--- src/zsep_pkg.sv ---
// Shared types, constants and helpers of the ZIP stored-entry parser.
package zsep_pkg;

    localparam int ENTRY_INDEX_BITS_DEF = 16;
    localparam int QUEUE_DEPTH = 4;

    localparam logic [31:0] HDR_SIGNATURE = 32'h04034b50;
    localparam logic [4:0]  HDR_LAST      = 5'd29;
    localparam logic [4:0]  AT_METHOD     = 5'd8;
    localparam logic [4:0]  AT_SIZE       = 5'd18;
    localparam logic [4:0]  AT_NAMELEN    = 5'd26;
    localparam logic [4:0]  AT_EXTRALEN   = 5'd28;

    typedef enum logic [2:0] {
        K_NAME    = 3'd0,
        K_DATA    = 3'd1,
        K_EMPTY   = 3'd2,
        K_DROP    = 3'd3,
        K_VERDICT = 3'd4
    } t_kind;

    typedef enum logic [1:0] {
        V_OK         = 2'd0,
        V_NO_ENTRIES = 2'd1,
        V_COMPRESSED = 2'd2
    } t_verdict;

    // One result; post selects the entry count after this word's entry bump.
    typedef struct packed {
        t_kind      kind;
        logic [7:0] value;
        logic       last;
        t_verdict   verdict;
        logic       post;
    } t_res;

    // All results caused by one input word, slot 0 first.
    typedef struct packed {
        logic [1:0]     n;
        t_res [2:0]     slot;
    } t_bundle;

    function automatic t_res mk_res(t_kind kind, logic [7:0] value, logic last,
                                    t_verdict verdict, logic post);
        t_res r;
        r.kind    = kind;
        r.value   = value;
        r.last    = last;
        r.verdict = verdict;
        r.post    = post;
        return r;
    endfunction

endpackage

--- src/zsep_front.sv ---
// Header walker: consumes one archive word per cycle while i_accept is high and builds its result bundle.
module zsep_front
    import zsep_pkg::*;
#(
    parameter int ENTRY_INDEX_BITS = ENTRY_INDEX_BITS_DEF
) (
    input  logic                        i_clk,
    input  logic                        i_rst_n,
    input  logic                        i_accept,
    input  logic [7:0]                  i_byte_in,
    input  logic                        i_has_byte,
    input  logic                        i_end_of_file,
    output logic                        o_push,
    output t_bundle                     o_bundle,
    output logic [ENTRY_INDEX_BITS-1:0] o_entry_pre,
    output logic [ENTRY_INDEX_BITS-1:0] o_entry_post
);

    typedef enum logic [2:0] {
        PH_HEADER,
        PH_NAME,
        PH_EXTRA,
        PH_DATA,
        PH_DONE
    } t_phase;

    localparam logic [ENTRY_INDEX_BITS-1:0] KEPT_MAX = '1;

    t_phase                      r_phase, n_phase;
    logic [4:0]                  r_hcount, n_hcount;
    logic [31:0]                 r_sig, n_sig;
    logic                        r_meth, n_meth;
    logic [31:0]                 r_size, n_size;
    logic [15:0]                 r_name, n_name;
    logic [15:0]                 r_extra, n_extra;
    logic [31:0]                 r_data, n_data;
    logic [ENTRY_INDEX_BITS-1:0] r_kept, n_kept;
    logic                        r_stopped, n_stopped;

    t_bundle    bun;
    logic [1:0] cnt;
    logic       do_settle;
    logic [1:0] sz_sel;

    always_comb begin
        n_phase   = r_phase;
        n_hcount  = r_hcount;
        n_sig     = r_sig;
        n_meth    = r_meth;
        n_size    = r_size;
        n_name    = r_name;
        n_extra   = r_extra;
        n_data    = r_data;
        n_kept    = r_kept;
        n_stopped = r_stopped;
        bun       = '0;
        cnt       = 2'd0;
        do_settle = 1'b0;
        sz_sel    = 2'(r_hcount - AT_SIZE);

        if (r_phase != PH_DONE) begin
            if (i_has_byte && !r_stopped) begin
                case (r_phase)
                    PH_HEADER: begin
                        if (r_hcount == 5'd0) begin
                            n_meth  = 1'b0;
                            n_size  = '0;
                            n_name  = '0;
                            n_extra = '0;
                        end
                        if (r_hcount < 5'd4) begin
                            n_sig = {i_byte_in, r_sig[31:8]};
                        end else if (r_hcount == AT_METHOD || r_hcount == AT_METHOD + 5'd1) begin
                            if (i_byte_in != 8'd0) n_meth = 1'b1;
                        end else if (r_hcount >= AT_SIZE && r_hcount < AT_SIZE + 5'd4) begin
                            n_size[8*sz_sel +: 8] = i_byte_in;
                        end else if (r_hcount == AT_NAMELEN) begin
                            n_name[7:0] = i_byte_in;
                        end else if (r_hcount == AT_NAMELEN + 5'd1) begin
                            n_name[15:8] = i_byte_in;
                        end else if (r_hcount == AT_EXTRALEN) begin
                            n_extra[7:0] = i_byte_in;
                        end else if (r_hcount == AT_EXTRALEN + 5'd1) begin
                            n_extra[15:8] = i_byte_in;
                        end
                        // A bad signature halts parsing; the verdict still comes at end of file.
                        if (r_hcount == 5'd3 && n_sig != HDR_SIGNATURE) begin
                            n_stopped = 1'b1;
                            n_hcount  = 5'd0;
                        end else if (r_hcount == HDR_LAST) begin
                            n_hcount  = 5'd0;
                            n_data    = n_size;
                            do_settle = 1'b1;
                        end else begin
                            n_hcount = r_hcount + 5'd1;
                        end
                    end
                    PH_NAME: begin
                        if (!r_meth) begin
                            bun.slot[cnt] = mk_res(K_NAME, i_byte_in, 1'b0, V_OK, 1'b0);
                            cnt = cnt + 2'd1;
                        end
                        n_name = r_name - 16'd1;
                        do_settle = (n_name == 16'd0);
                    end
                    PH_EXTRA: begin
                        n_extra = r_extra - 16'd1;
                        do_settle = (n_extra == 16'd0);
                    end
                    PH_DATA: begin
                        n_data = r_data - 32'd1;
                        if (!r_meth) begin
                            bun.slot[cnt] = mk_res(K_DATA, i_byte_in, n_data == 32'd0,
                                                   V_OK, 1'b0);
                            cnt = cnt + 2'd1;
                        end
                        do_settle = (n_data == 32'd0);
                    end
                    default: begin
                    end
                endcase
            end

            if (do_settle) begin
                if (n_name != 16'd0) begin
                    n_phase = PH_NAME;
                end else if (n_extra != 16'd0) begin
                    n_phase = PH_EXTRA;
                end else if (n_data != 32'd0) begin
                    n_phase = PH_DATA;
                end else if (n_meth) begin
                    // A compressed entry that fits in the file ends the parse.
                    bun.slot[cnt] = mk_res(K_VERDICT, 8'd0, 1'b0, V_COMPRESSED, 1'b0);
                    cnt = cnt + 2'd1;
                    n_phase = PH_DONE;
                end else begin
                    if (n_size == 32'd0) begin
                        bun.slot[cnt] = mk_res(K_EMPTY, 8'd0, 1'b1, V_OK, 1'b0);
                        cnt = cnt + 2'd1;
                    end
                    if (r_kept != KEPT_MAX) n_kept = r_kept + 1'b1;
                    n_phase  = PH_HEADER;
                    n_hcount = 5'd0;
                end
            end

            if (i_end_of_file && n_phase != PH_DONE) begin
                if (!n_stopped && !n_meth &&
                    (n_phase == PH_NAME || n_phase == PH_EXTRA || n_phase == PH_DATA)) begin
                    bun.slot[cnt] = mk_res(K_DROP, 8'd0, 1'b0, V_OK, 1'b1);
                    cnt = cnt + 2'd1;
                end
                bun.slot[cnt] = mk_res(K_VERDICT, 8'd0, 1'b0,
                                       (n_kept != '0) ? V_OK : V_NO_ENTRIES, 1'b1);
                cnt = cnt + 2'd1;
                n_phase = PH_DONE;
            end
        end
        bun.n = cnt;
    end

    assign o_push       = i_accept && (cnt != 2'd0);
    assign o_bundle     = bun;
    assign o_entry_pre  = r_kept;
    assign o_entry_post = n_kept;

    always_ff @(posedge i_clk) begin
        if (!i_rst_n) begin
            r_phase   <= PH_HEADER;
            r_hcount  <= '0;
            r_sig     <= '0;
            r_meth    <= 1'b0;
            r_size    <= '0;
            r_name    <= '0;
            r_extra   <= '0;
            r_data    <= '0;
            r_kept    <= '0;
            r_stopped <= 1'b0;
        end else if (i_accept) begin
            r_phase   <= n_phase;
            r_hcount  <= n_hcount;
            r_sig     <= n_sig;
            r_meth    <= n_meth;
            r_size    <= n_size;
            r_name    <= n_name;
            r_extra   <= n_extra;
            r_data    <= n_data;
            r_kept    <= n_kept;
            r_stopped <= n_stopped;
        end
    end

endmodule

--- src/zsep_queue.sv ---
// Small register queue that carries result bundles from the walker to the output stage.
module zsep_queue #(
    parameter int WIDTH = 8,
    parameter int DEPTH = 4
) (
    input  logic             i_clk,
    input  logic             i_rst_n,
    input  logic             i_push,
    input  logic [WIDTH-1:0] i_data,
    input  logic             i_pop,
    output logic [WIDTH-1:0] o_data,
    output logic             o_valid,
    output logic             o_full
);

    localparam int AW = $clog2(DEPTH);
    localparam int CW = $clog2(DEPTH + 1);

    logic [WIDTH-1:0] r_mem [DEPTH];
    logic [AW-1:0]    r_wr, r_rd;
    logic [CW-1:0]    r_cnt;

    assign o_data  = r_mem[r_rd];
    assign o_valid = (r_cnt != '0);
    assign o_full  = (r_cnt == CW'(DEPTH));

    always_ff @(posedge i_clk) begin
        if (i_push) r_mem[r_wr] <= i_data;
    end

    always_ff @(posedge i_clk) begin
        if (!i_rst_n) begin
            r_wr  <= '0;
            r_rd  <= '0;
            r_cnt <= '0;
        end else begin
            if (i_push) r_wr <= (r_wr == AW'(DEPTH - 1)) ? '0 : r_wr + 1'b1;
            if (i_pop)  r_rd <= (r_rd == AW'(DEPTH - 1)) ? '0 : r_rd + 1'b1;
            if (i_push && !i_pop)      r_cnt <= r_cnt + 1'b1;
            else if (i_pop && !i_push) r_cnt <= r_cnt - 1'b1;
        end
    end

endmodule

--- src/zsep_back.sv ---
// Output stage: holds one bundle and hands out its results one word per cycle while i_stall is low.
module zsep_back
    import zsep_pkg::*;
#(
    parameter int ENTRY_INDEX_BITS = ENTRY_INDEX_BITS_DEF
) (
    input  logic                        i_clk,
    input  logic                        i_rst_n,
    input  logic                        i_q_valid,
    input  t_bundle                     i_bundle,
    input  logic [ENTRY_INDEX_BITS-1:0] i_entry_pre,
    input  logic [ENTRY_INDEX_BITS-1:0] i_entry_post,
    output logic                        o_pop,
    input  logic                        i_stall,
    output logic                        o_valid,
    output logic [2:0]                  o_kind,
    output logic [7:0]                  o_value,
    output logic [ENTRY_INDEX_BITS-1:0] o_entry_number,
    output logic                        o_last_of_entry,
    output logic [1:0]                  o_verdict
);

    logic                        r_full;
    logic [1:0]                  r_idx;
    t_bundle                     r_bun;
    logic [ENTRY_INDEX_BITS-1:0] r_pre, r_post;
    t_res                        cur;
    logic                        take, last_word;

    assign cur       = r_bun.slot[r_idx];
    assign take      = r_full && !i_stall;
    assign last_word = take && (r_idx == r_bun.n - 2'd1);
    assign o_pop     = i_q_valid && (!r_full || last_word);

    assign o_valid         = r_full;
    assign o_kind          = cur.kind;
    assign o_value         = cur.value;
    assign o_entry_number  = cur.post ? r_post : r_pre;
    assign o_last_of_entry = cur.last;
    assign o_verdict       = cur.verdict;

    always_ff @(posedge i_clk) begin
        if (o_pop) begin
            r_bun  <= i_bundle;
            r_pre  <= i_entry_pre;
            r_post <= i_entry_post;
        end
    end

    always_ff @(posedge i_clk) begin
        if (!i_rst_n) begin
            r_full <= 1'b0;
            r_idx  <= '0;
        end else if (o_pop) begin
            r_full <= 1'b1;
            r_idx  <= '0;
        end else if (take) begin
            if (last_word) r_full <= 1'b0;
            else           r_idx  <= r_idx + 2'd1;
        end
    end

endmodule

--- src/zip_stored_entry_parser_top.sv ---
// Top level of the ZIP stored-entry parser: walker, bundle queue and output stage.
// The parser takes one archive byte word per clock while the queue is not full,
// and keeps that rate while headers, names, extra fields and data stream past.
// Each input word causes zero to three result words (a byte, an entry event, a
// withdrawal and the verdict); they travel as one bundle through a four-deep
// queue and leave the output stage at one word per cycle while i_stall is low.
// Input stall rises only when the queue is full. After the final verdict every
// further input word is taken and ignored until reset.
module zip_stored_entry_parser_top
    import zsep_pkg::*;
#(
    parameter int ENTRY_INDEX_BITS = ENTRY_INDEX_BITS_DEF
) (
    input  logic                        i_clk,
    input  logic                        i_rst_n,
    input  logic                        i_valid,
    output logic                        o_stall,
    input  logic [7:0]                  i_byte_in,
    input  logic                        i_has_byte,
    input  logic                        i_end_of_file,
    output logic                        o_valid,
    input  logic                        i_stall,
    output logic [2:0]                  o_kind,
    output logic [7:0]                  o_value,
    output logic [ENTRY_INDEX_BITS-1:0] o_entry_number,
    output logic                        o_last_of_entry,
    output logic [1:0]                  o_verdict
);

    localparam int QW = $bits(t_bundle) + 2 * ENTRY_INDEX_BITS;

    logic                        accept, push, pop, q_valid, q_full;
    t_bundle                     f_bundle, b_bundle;
    logic [ENTRY_INDEX_BITS-1:0] f_pre, f_post, b_pre, b_post;
    logic [QW-1:0]               q_out;

    assign o_stall = q_full;
    assign accept  = i_valid && !q_full;

    zsep_front #(.ENTRY_INDEX_BITS(ENTRY_INDEX_BITS)) u_front (
        .i_clk        (i_clk),
        .i_rst_n      (i_rst_n),
        .i_accept     (accept),
        .i_byte_in    (i_byte_in),
        .i_has_byte   (i_has_byte),
        .i_end_of_file(i_end_of_file),
        .o_push       (push),
        .o_bundle     (f_bundle),
        .o_entry_pre  (f_pre),
        .o_entry_post (f_post)
    );

    zsep_queue #(.WIDTH(QW), .DEPTH(QUEUE_DEPTH)) u_queue (
        .i_clk  (i_clk),
        .i_rst_n(i_rst_n),
        .i_push (push),
        .i_data ({f_bundle, f_pre, f_post}),
        .i_pop  (pop),
        .o_data (q_out),
        .o_valid(q_valid),
        .o_full (q_full)
    );

    assign {b_bundle, b_pre, b_post} = q_out;

    zsep_back #(.ENTRY_INDEX_BITS(ENTRY_INDEX_BITS)) u_back (
        .i_clk          (i_clk),
        .i_rst_n        (i_rst_n),
        .i_q_valid      (q_valid),
        .i_bundle       (b_bundle),
        .i_entry_pre    (b_pre),
        .i_entry_post   (b_post),
        .o_pop          (pop),
        .i_stall        (i_stall),
        .o_valid        (o_valid),
        .o_kind         (o_kind),
        .o_value        (o_value),
        .o_entry_number (o_entry_number),
        .o_last_of_entry(o_last_of_entry),
        .o_verdict      (o_verdict)
    );

    // The queue is never written while it is full.
    a_no_overflow: assert property (@(posedge i_clk) disable iff (!i_rst_n)
        push |-> !q_full)
        else $error("bundle pushed into a full queue");

    // The verdict is the final word the block ever delivers.
    a_verdict_final: assert property (@(posedge i_clk) disable iff (!i_rst_n)
        (o_valid && !i_stall && o_kind == K_VERDICT) |=> !o_valid)
        else $error("result delivered after the verdict");

    // Last-of-entry marks only data bytes and empty entries.
    a_last_kind: assert property (@(posedge i_clk) disable iff (!i_rst_n)
        (o_valid && o_last_of_entry) |-> (o_kind == K_DATA || o_kind == K_EMPTY))
        else $error("last-of-entry on a wrong kind");

    // A nonzero verdict code appears only on a verdict word.
    a_verdict_kind: assert property (@(posedge i_clk) disable iff (!i_rst_n)
        (o_valid && o_verdict != V_OK) |-> (o_kind == K_VERDICT))
        else $error("verdict code on a non-verdict word");

endmodule
--- config.mk ---
export PLATFORM = sky130hd
export DESIGN_NAME = zip_stored_entry_parser_top
export DESIGN_NICKNAME = d
export VERILOG_FILES = /design/src/zsep_pkg.sv /design/src/zsep_front.sv /design/src/zsep_queue.sv /design/src/zsep_back.sv /design/src/zip_stored_entry_parser_top.sv
export SDC_FILE = /design/constraint.sdc
export NUM_CORES = 1
export LEC_CHECK = 0
export ABC_AREA = 1
export BUFFER_PORTS_ARGS = -buffer_cell sky130_fd_sc_hd__buf_2
export CAP_MARGIN = 10
export CELL_PAD_IN_SITES_DETAIL_PLACEMENT = 0
export CELL_PAD_IN_SITES_GLOBAL_PLACEMENT = 1
export CORE_MARGIN = 4
export CORE_UTILIZATION = 52
export DETAILED_ROUTE_END_ITERATION = 7
export PLACE_DENSITY_LB_ADDON = 0.1
export SLEW_MARGIN = 30
export SYNTH_ARGS = -nofsm -noshare
export SYNTH_HDL_FRONTEND = slang
export SYNTH_SLANG_ARGS = --single-unit
--- constraint.sdc ---
create_clock -name i_clk -period 14.38 [get_ports i_clk]
set_input_delay 2.157 -clock i_clk [delete_from_list [all_inputs] [get_ports i_clk]]
set_output_delay 2.157 -clock i_clk [all_outputs]
set_load 0.01 [all_outputs]
==> results of run 1 <==
[routing by layer]
| layer | routed length [µm] | part of all wire |
|---|---|---|
| met1 | 30600 | 0.44 |
| met2 | 32400 | 0.47 |
| met3 | 4690 | 0.067 |
| met4 | 1920 | 0.028 |
| met5 | 0 | 0 |
[registers in the layout, summed over array words and instances (netlist names)]
name,flops
u_back.o_valid,1
u_back.r_bun,28
u_back.r_idx,2
u_back.r_post,16
u_back.r_pre,16
u_front.o_entry_pre,16
u_front.r_data,32
u_front.r_extra,16
u_front.r_hcount,5
u_front.r_meth,1
u_front.r_name,16
u_front.r_phase,3
u_front.r_sig,32
u_front.r_size,32
u_front.r_stopped,1
u_queue.r_cnt,3
u_queue.r_mem,240
u_queue.r_rd,2
u_queue.r_wr,2
[layout make-up]
| type | count | share of cell area |
|---|---|---|
| timing repair buffer | 66 | 0.0147 |
| inverter | 313 | 0.0443 |
| sequential | 464 | 0.458 |
| clock buffer | 60 | 0.0487 |
| tap | 607 | 0.0283 |
| multi-input combinational | 2117 | 0.393 |
| clock inverter | 33 | 0.0130 |
[cells in the final DEF, fill, tap and decap left out, types with 5 or more instances in the layout]
master / count
mux2i_1: 6
clkbuf_1: 8
ha_1: 26
nor2_4: 14
nand2_2: 20
clkinv_1: 16
or2_2: 5
a211oi_1: 5
xor2_1: 37
clkinvlp_4: 5
buf_2: 45
inv_2: 22
nand4_1: 51
o21ai_1: 19
inv_1: 277
nor4_1: 6
o22ai_1: 71
nor3_1: 40
o211ai_1: 22
a21oi_1: 206
edfxtp_1: 300
clkinv_2: 9
buf_4: 20
xnor2_1: 6
mux2_2: 16
nand3_1: 170
clkbuf_16: 50
nand2_1: 548
bufinv_16: 5
nor2_1: 394
nor2_2: 13
o21ai_0: 390
dfxtp_1: 162
[path summary, 6_finish.rpt]
kind	from	end	slack [ns]
worst min register to register	u_front.r_sig[17]	u_front.r_sig[17]	0.47
worst max-delay path	i_has_byte	u_queue.r_mem[1][18]	5.60
worst min-delay path	u_front.r_sig[17]	u_front.r_sig[17]	0.47
worst max register to register	u_front.r_stopped	u_queue.r_mem[1][18]	6.79
[cells by family (layout without fill, tap and decap cells)]
family,count (synthesis),after routing
buffers and inverters,460,472
flip-flops,464,464
other,1,4
XOR/XNOR,43,43
adder cells (fa/ha/maj),27,27
AO/OA/AOI/OAI,728,728
AND/OR/NAND/NOR,1293,1293
multiplexers,22,22
[where the power goes]
group | internal (mW) | switching [mW] | total [mW]
clock network | 0.747 | 0.555 | 1.30
registers | 1.71 | 0.142 | 1.86
logic | 0.437 | 0.999 | 1.44
total | 2.90 | 1.70 | 4.60
[tightest hold or removal path, delay by kind of cell (launching register included)]
family	cells	cell delay, ns
flip-flops	1	0.30
buffers and inverters	1	0.06
AO/OA/AOI/OAI	1	0.06
[per-stage QoR]
step / std cells / setup slack, ns / util
2_1_floorplan: 3041 / 5.71 / -
3_3_place_gp: 3566 / 5.25 / 0.540
3_5_place_dp: 3566 / 5.04 / 0.540
4_1_cts: 3659 / 5.66 / 0.575
5_1_grt: 3660 / 5.00 / 0.576
6_report: 3660 / 5.60 / 0.576
==> reports/qor.tcl, run 1 <==
set qor(status) {completed}
set qor(placed_area_um2) 25200
set qor(timing.clock.skew_ns) 0.0128
set qor(post_synth_instance_area_um2) 24600
set qor(initial_utilization) 0.528
set qor(timing.hold.worst_path_depth) 2
set qor(setup.worst_path.end_class) {flop}
set qor(yosys.area_share.adder) 0.0140
set qor(lkg_pwr_nw) 10.8
set qor(power_dens_cells_nw_per_um2) 171
set qor(timing.final.setup_violations) 0
set qor(cts_max_path_buffers) 3
set qor(grt_pass1_wl_um) 108000
set qor(route.vias.total) 21000
set qor(yosys.cell_types.count) 62
set qor(post-route-drc-count) 0
set qor(post-route-min-period_ns) 8.78
set qor(maximum_number_of_pins_on_one_net_before_global_route_repair) 98
set qor(antenna_violations_before_repair) 0
set qor(timing.critical_path.from_type) {primary input}
set qor(clock_latency_of_the_later_clocked_register_in_the_worst_skew_pair_ns) 0.60
set qor(htree_depth) 2
set qor(finalPower_mw) 4.60
set qor(drt_first_iter_violations) 2054
set qor(rows) 79
set qor(post_synth_and_or_nand_nor_area_fraction) 0.230
set qor(synth_cells) 3038
set qor(io-pin-count) 46
set qor(final.period_utilization) 0.611
set qor(global_route_usage_sum) 0.268
set qor(register_cell_area_after_layout_um2) 12300
set qor(synth-xor-area-share) 0.0153
set qor(fillcell_total) 4259
set qor(multi_input_area_um2) 10600
set qor(antenna_cells_inserted) 0
set qor(vias_per_cell) 5.72
set qor(synth_compound_area_frac) 0.156
set qor(cts_hold_buffers) 0
set qor(wl_per_cell_um) 19.0
set qor(routed_wirelength_um) 69700
set qor(grt.busiest_layer) {met2}
set qor(critical_path.max_fanout) 55
set qor(worst_path_arrival_ns) 9.00
set qor(synthMostInstantiatedCell) {nand2_1}
set qor(path_delay_family) {simple AND/OR/NAND/NOR gates}
set qor(remaining_global_route_overflow) 0
set qor(synth_top_family_by_area) {simple AND/OR/NAND/NOR gates}
set qor(hold_violations) 0
set qor(groute.layer.met3.usage) 0.0399
set qor(setup_repair_after_global_routing_missed_its_margin) {no}
set qor(achievable-frequency_mhz) 114
set qor(die_outline_area_um2) 50900
set qor(fp.dieH_um) 226
set qor(clk_pin_slew_worst_paths_ns) 0.06
set qor(place.gp.congestion) 0.920
set qor(synth-edff-count) 300
set qor(tritoncts) {done}
set qor(cts.repair_timing.setup_buffer_count) 0
set qor(die_x_um) 226
set qor(placeableCoreArea_um2) 46700
set qor(synth_area_per_cell_um2) 8.11
set qor(holdWs_ns) 0.469
set qor(final_cell_area_um2) 26900
set qor(worst_path_max_delay_cell) {inv_2}
set qor(grt_util_met1) 0.375
set qor(muxShareOfSynthArea) 0.00975
set qor(flip_flop_cell_with_the_highest_count_after_synthesis) {edfxtp_1}
set qor(worst-setup-path-type) {primary input to flop}
set qor(detail_route.first_pass.iterations) 6
set qor(clock_sink_count) 464
set qor(ys_warn_count) 0
set qor(hpwl_um) 45900
set qor(grt_use_met2) 0.437
set qor(cts_resized) 0
set qor(critical_path.most_common_cell) {nand2_1}
set qor(first_global_vias) 19400
set qor(r2r.worst_path.cells) 28
set qor(yosysTopAreaCell) {edfxtp_1}
set qor(placement.io_buffers) 45
set qor(proportion_of_layout_cells_with_a_drive_suffix_above_1) 0.0875
set qor(critPathMaxStageDelay_ns) 0.85
set qor(crit_required_ns) 14.60
set qor(critical_path_cell_count) 28
set qor(slew_headroom) 0.322
set qor(layout-area-overhead-vs-synth_pct) 9.05
set qor(net_count_of_the_finished_layout) 3053
set qor(irDropWorstVdd_mv) 0.129
set qor(drtAntennaViolNets) 0
set qor(max_cap_viol_count) 0
set qor(timing.setup.tns_ns) 0
set qor(final_max_slew_viol_count) 0
set qor(synth-async-reset-ratio) 0
set qor(ys_seq_area_frac) 0.499
set qor(yosys-top-cells-count) {548 x nand2_1, 401 x nor2_1, 390 x o21ai_0}
set qor(number_of_cts_inserted_buffers) 50
set qor(worstPathBufferInverterCount) 7
set qor(hold_path.class) {flop to flop}
set qor(ys_seq_elements) 464
set qor(largest_cells_by_area_after_synthesis) {edfxtp_1 37%, dfxtp_1 13%, nand2_1 8.4%}
set qor(synthDominantCellAreaShare) 0.366
set qor(tightestPinTransition_ns) 1.02
set qor(clock-root-buffer) {clkbuf_16}
No activity file was read; power rests on OpenSTA's default activity.
==> inputs of run 2 (changes only) <==
--- a/config.mk
+++ b/config.mk
@@ -5,13 +5,13 @@
 export SDC_FILE = /design/constraint.sdc
 export NUM_CORES = 1
 export LEC_CHECK = 0
-export ABC_AREA = 1
+export ABC_AREA = 0
 export BUFFER_PORTS_ARGS = -buffer_cell sky130_fd_sc_hd__buf_2
 export CAP_MARGIN = 10
 export CELL_PAD_IN_SITES_DETAIL_PLACEMENT = 0
 export CELL_PAD_IN_SITES_GLOBAL_PLACEMENT = 1
 export CORE_MARGIN = 4
-export CORE_UTILIZATION = 52
+export CORE_UTILIZATION = 46
 export DETAILED_ROUTE_END_ITERATION = 7
 export PLACE_DENSITY_LB_ADDON = 0.1
 export SLEW_MARGIN = 30
==> constraint.sdc (replaced) <==
create_clock -name i_clk -period 7.4 [get_ports i_clk]
set_input_delay 1.11 -clock i_clk [delete_from_list [all_inputs] [get_ports i_clk]]
set_output_delay 1.11 -clock i_clk [all_outputs]
set_load 0.01 [all_outputs]
==> run 2 against run 1 <==
- die area grew 5.4%
- count of clock-buffer cells in the layout grew 2
- wire length shrank 1.2%
- worst setup slack lost 5.0 ns
- power grew 64%
- design area shrank 4.9%
- cell count shrank 22%
- critical path type is now flop to flop
==> reports/qor.tcl, run 2 <==
set qor(timing.critical_path.from_type) {flop}
set qor(critical_path.most_common_cell) {ha_1}
set qor(post_synth_and_or_nand_nor_area_fraction) 0.185
set qor(final_cell_area_um2) 25500
set qor(net_count_of_the_finished_layout) 2172
set qor(die_outline_area_um2) 53600
set qor(grt.busiest_layer) {met2}
set qor(grt_use_met2) 0.412
set qor(die_x_um) 232
set qor(timing.clock.skew_ns) 0.0333
set qor(largest_register_ff_count) 240
set qor(clock_latency_of_the_later_clocked_register_in_the_worst_skew_pair_ns) 0.60
set qor(groute.layer.met3.usage) 0.0391
set qor(setup.worst_path.end_class) {flop}
set qor(tritoncts) {done}
set qor(largest_cells_by_area_after_synthesis) {edfxtp_1 39%, dfxtp_1 14%, mux4_2 5.9%}
set qor(tightestPinTransition_ns) 0.890
set qor(timing.final.setup_violations) 0
set qor(synthMostInstantiatedCell) {edfxtp_1}
set qor(yosysTopAreaCell) {edfxtp_1}
set qor(clock-root-buffer) {clkbuf_16}
set qor(setup_repair_after_global_routing_missed_its_margin) {no}
set qor(synth_area_per_cell_um2) 10.7
set qor(clk_pin_slew_worst_paths_ns) 0.06
set qor(io-pin-count) 46
set qor(path_delay_family) {simple AND/OR/NAND/NOR gates}
set qor(final.period_utilization) 0.920
set qor(yosys.cell_types.count) 96
set qor(initial_utilization) 0.468
set qor(synth_cells) 2149
set qor(yosys.area_share.adder) 0.0150
set qor(post-route-drc-count) 0
set qor(rows) 81
set qor(holdWs_ns) 0.454
set qor(irDropWorstVdd_mv) 0.172
set qor(cts_max_path_buffers) 3
set qor(worstPathBufferInverterCount) 1
set qor(hold_path.class) {flop to flop}
set qor(route.vias.total) 17700
set qor(worst_path_arrival_ns) 7.08
set qor(proportion_of_layout_cells_with_a_drive_suffix_above_1) 0.141
set qor(worst_path_max_delay_cell) {dfxtp_1}
set qor(place.gp.congestion) 0.935
set qor(first_global_vias) 17000
set qor(grt_pass1_wl_um) 106000
set qor(synth_top_family_by_area) {simple AND/OR/NAND/NOR gates}
set qor(synth-edff-count) 300
set qor(achievable-frequency_mhz) 147
set qor(slew_headroom) 0.401
set qor(largest-register) {u_queue.r_mem}
set qor(fillcell_total) 4413
set qor(global_route_usage_sum) 0.254
set qor(placed_area_um2) 23900
set qor(timing.setup.tns_ns) 0
set qor(ys_seq_area_frac) 0.527
set qor(clock_sink_count) 456
set qor(wl_per_cell_um) 24.3
set qor(detail_route.first_pass.iterations) 6
set qor(synth-xor-area-share) 0.0194
set qor(synthDominantCellAreaShare) 0.392
set qor(number_of_cts_inserted_buffers) 48
set qor(yosys-top-cells-count) {300 x edfxtp_1, 200 x nor2_1, 192 x nand2_1}
set qor(layout_top_registers) {u_queue.r_mem: 240 flops, u_front.r_data: 32 flops, u_front.r_size: 32 flops}
set qor(placement.io_buffers) 45
set qor(mostFrequentLayoutCell) {edfxtp_1}
set qor(post_synth_instance_area_um2) 23000
set qor(vias_per_cell) 6.25
set qor(placeableCoreArea_um2) 49200
set qor(final_cell_mix) {300 x edfxtp_1, 200 x nor2_1, 192 x nand2_1, 154 x dfxtp_1, 124 x a21oi_1}
set qor(synth_compound_area_frac) 0.139
set qor(lkg_pwr_nw) 8.62
set qor(ys_warn_count) 0
set qor(crit_path_cell_trace) {nand4_1 > o21ai_1 > nand2_1 > a22oi_1 > or4b_1 > or4_1 > nor4_4 > and4b_1 > nor2_1 > a21oi_2 > ha_1 > a21oi_1 > ha_1 > nand4b_1 > o311a_1 > and2_2 > buf_12}
set qor(hpwl_um) 46900
set qor(drtAntennaViolNets) 0
set qor(cts.repair_timing.setup_buffer_count) 0
set qor(hold_violations) 0
set qor(antenna_violations_before_repair) 3
set qor(remaining_global_route_overflow) 0
set qor(ys_seq_elements) 456
set qor(status) {completed}
set qor(flip_flop_cell_with_the_highest_count_after_synthesis) {edfxtp_1}
set qor(htree_depth) 2
set qor(critical_path.max_fanout) 34
set qor(critPathMaxStageDelay_ns) 0.82
set qor(worst-setup-path-type) {flop to flop}
set qor(power_dens_cells_nw_per_um2) 294
set qor(max_cap_viol_count) 0
set qor(muxShareOfSynthArea) 0.0769
set qor(crit_required_ns) 7.67
set qor(routed_wirelength_um) 68800
set qor(maximum_number_of_pins_on_one_net_before_global_route_repair) 84
set qor(cts_resized) 0
set qor(cts_hold_buffers) 0
set qor(final_max_slew_viol_count) 0
set qor(fp.dieH_um) 232
set qor(synth-async-reset-ratio) 0
set qor(grt_util_met1) 0.350
set qor(layout-area-overhead-vs-synth_pct) 11.1
set qor(post-route-min-period_ns) 6.80
set qor(drt_first_iter_violations) 1592
==> run 2: cell types whose count changed in the layout (fill, tap and decap cells not counted), sizes merged, moves of 60 or more <==
cell   delta
a21oi    -81
inv     -268
mux4     +60
nand2   -381
nand3    -98
nor2    -225
o21ai   -306
o22ai    -69
==> run 2: worst register-to-register path, cell delays in order, from the launching register on <==
cell and delay [ns]:
dfxtp_1 0.82, nand4_1 0.23, o21ai_1 0.45, nand2_1 0.38, a22oi_1 0.28, or4b_1 0.44, or4_1 0.56, nor4_4 0.45
and4b_1 0.35, nor2_1 0.08, a21oi_2 0.22, ha_1 0.28, a21oi_1 0.25, ha_1 0.19, nand4b_1 0.12, o311a_1 0.33
and2_2 0.72, buf_12 0.31
==> run 2: cell type report <==
type	count	area (µm²)	area share
sequential	456	12100	0.475
multi-input combinational	1482	10100	0.395
clock buffer	62	1330	0.0520
tap	664	831	0.0325
timing repair buffer	107	744	0.0291
clock inverter	27	268	0.0105
inverter	36	138	0.00539
antenna	3	7.51	0.000294
==> run 2: power breakdown <==
part           leakage, nW  internal (mW)  switching, mW
registers             4.11           3.08          0.207
clock network        0.791           1.42           1.02
logic                 3.72          0.710           1.09
total                 8.62           5.20           2.32
==> run 2: final timing paths <==
check	start	endpoint	slack (ns)	cells past startpoint
worst min-delay path	u_front.r_sig[13]	u_front.r_sig[13]	0.45	2
worst min register to register	u_front.r_sig[13]	u_front.r_sig[13]	0.45	2
worst max-delay path	u_front.r_hcount[4]	u_queue.r_mem[3][26]	0.60	17
worst max register to register	u_front.r_hcount[4]	u_queue.r_mem[3][26]	0.60	17
==> run 2: logic make-up (layout without fill, tap and decap cells) <==
kind of cell | after synthesis | in the layout
AOI/OAI and AO/OA | 481 | 481
DFF | 456 | 456
xor gates and xnor gates | 51 | 51
other | 1 | 7
muxes | 99 | 99
buffers and inverters | 214 | 232
adders and majority gates | 27 | 27
and+or+nand+nor | 820 | 820
==> run 2: layer usage <==
layer | share of wire | wire length (µm)
met1 | 0.43 | 29500
met2 | 0.47 | 32600
met3 | 0.065 | 4450
met4 | 0.033 | 2280
met5 | 0 | 0
==> run 2: stage by stage <==
| step | instances | setup slack [ns] | utilization | total power, mW |
|---|---|---|---|---|
| final | 2837 | 0.595 | 0.520 | 7.52 |
| after floorplan | 2152 | 0.556 | - | 4.49 |
| after global routing | 2835 | 0.185 | 0.520 | 7.88 |
| after detailed placement | 2745 | 0.167 | 0.487 | 5.15 |
| after CTS | 2834 | 0.589 | 0.519 | 7.59 |
| after global placement | 2745 | 0.309 | 0.487 | 5.13 |
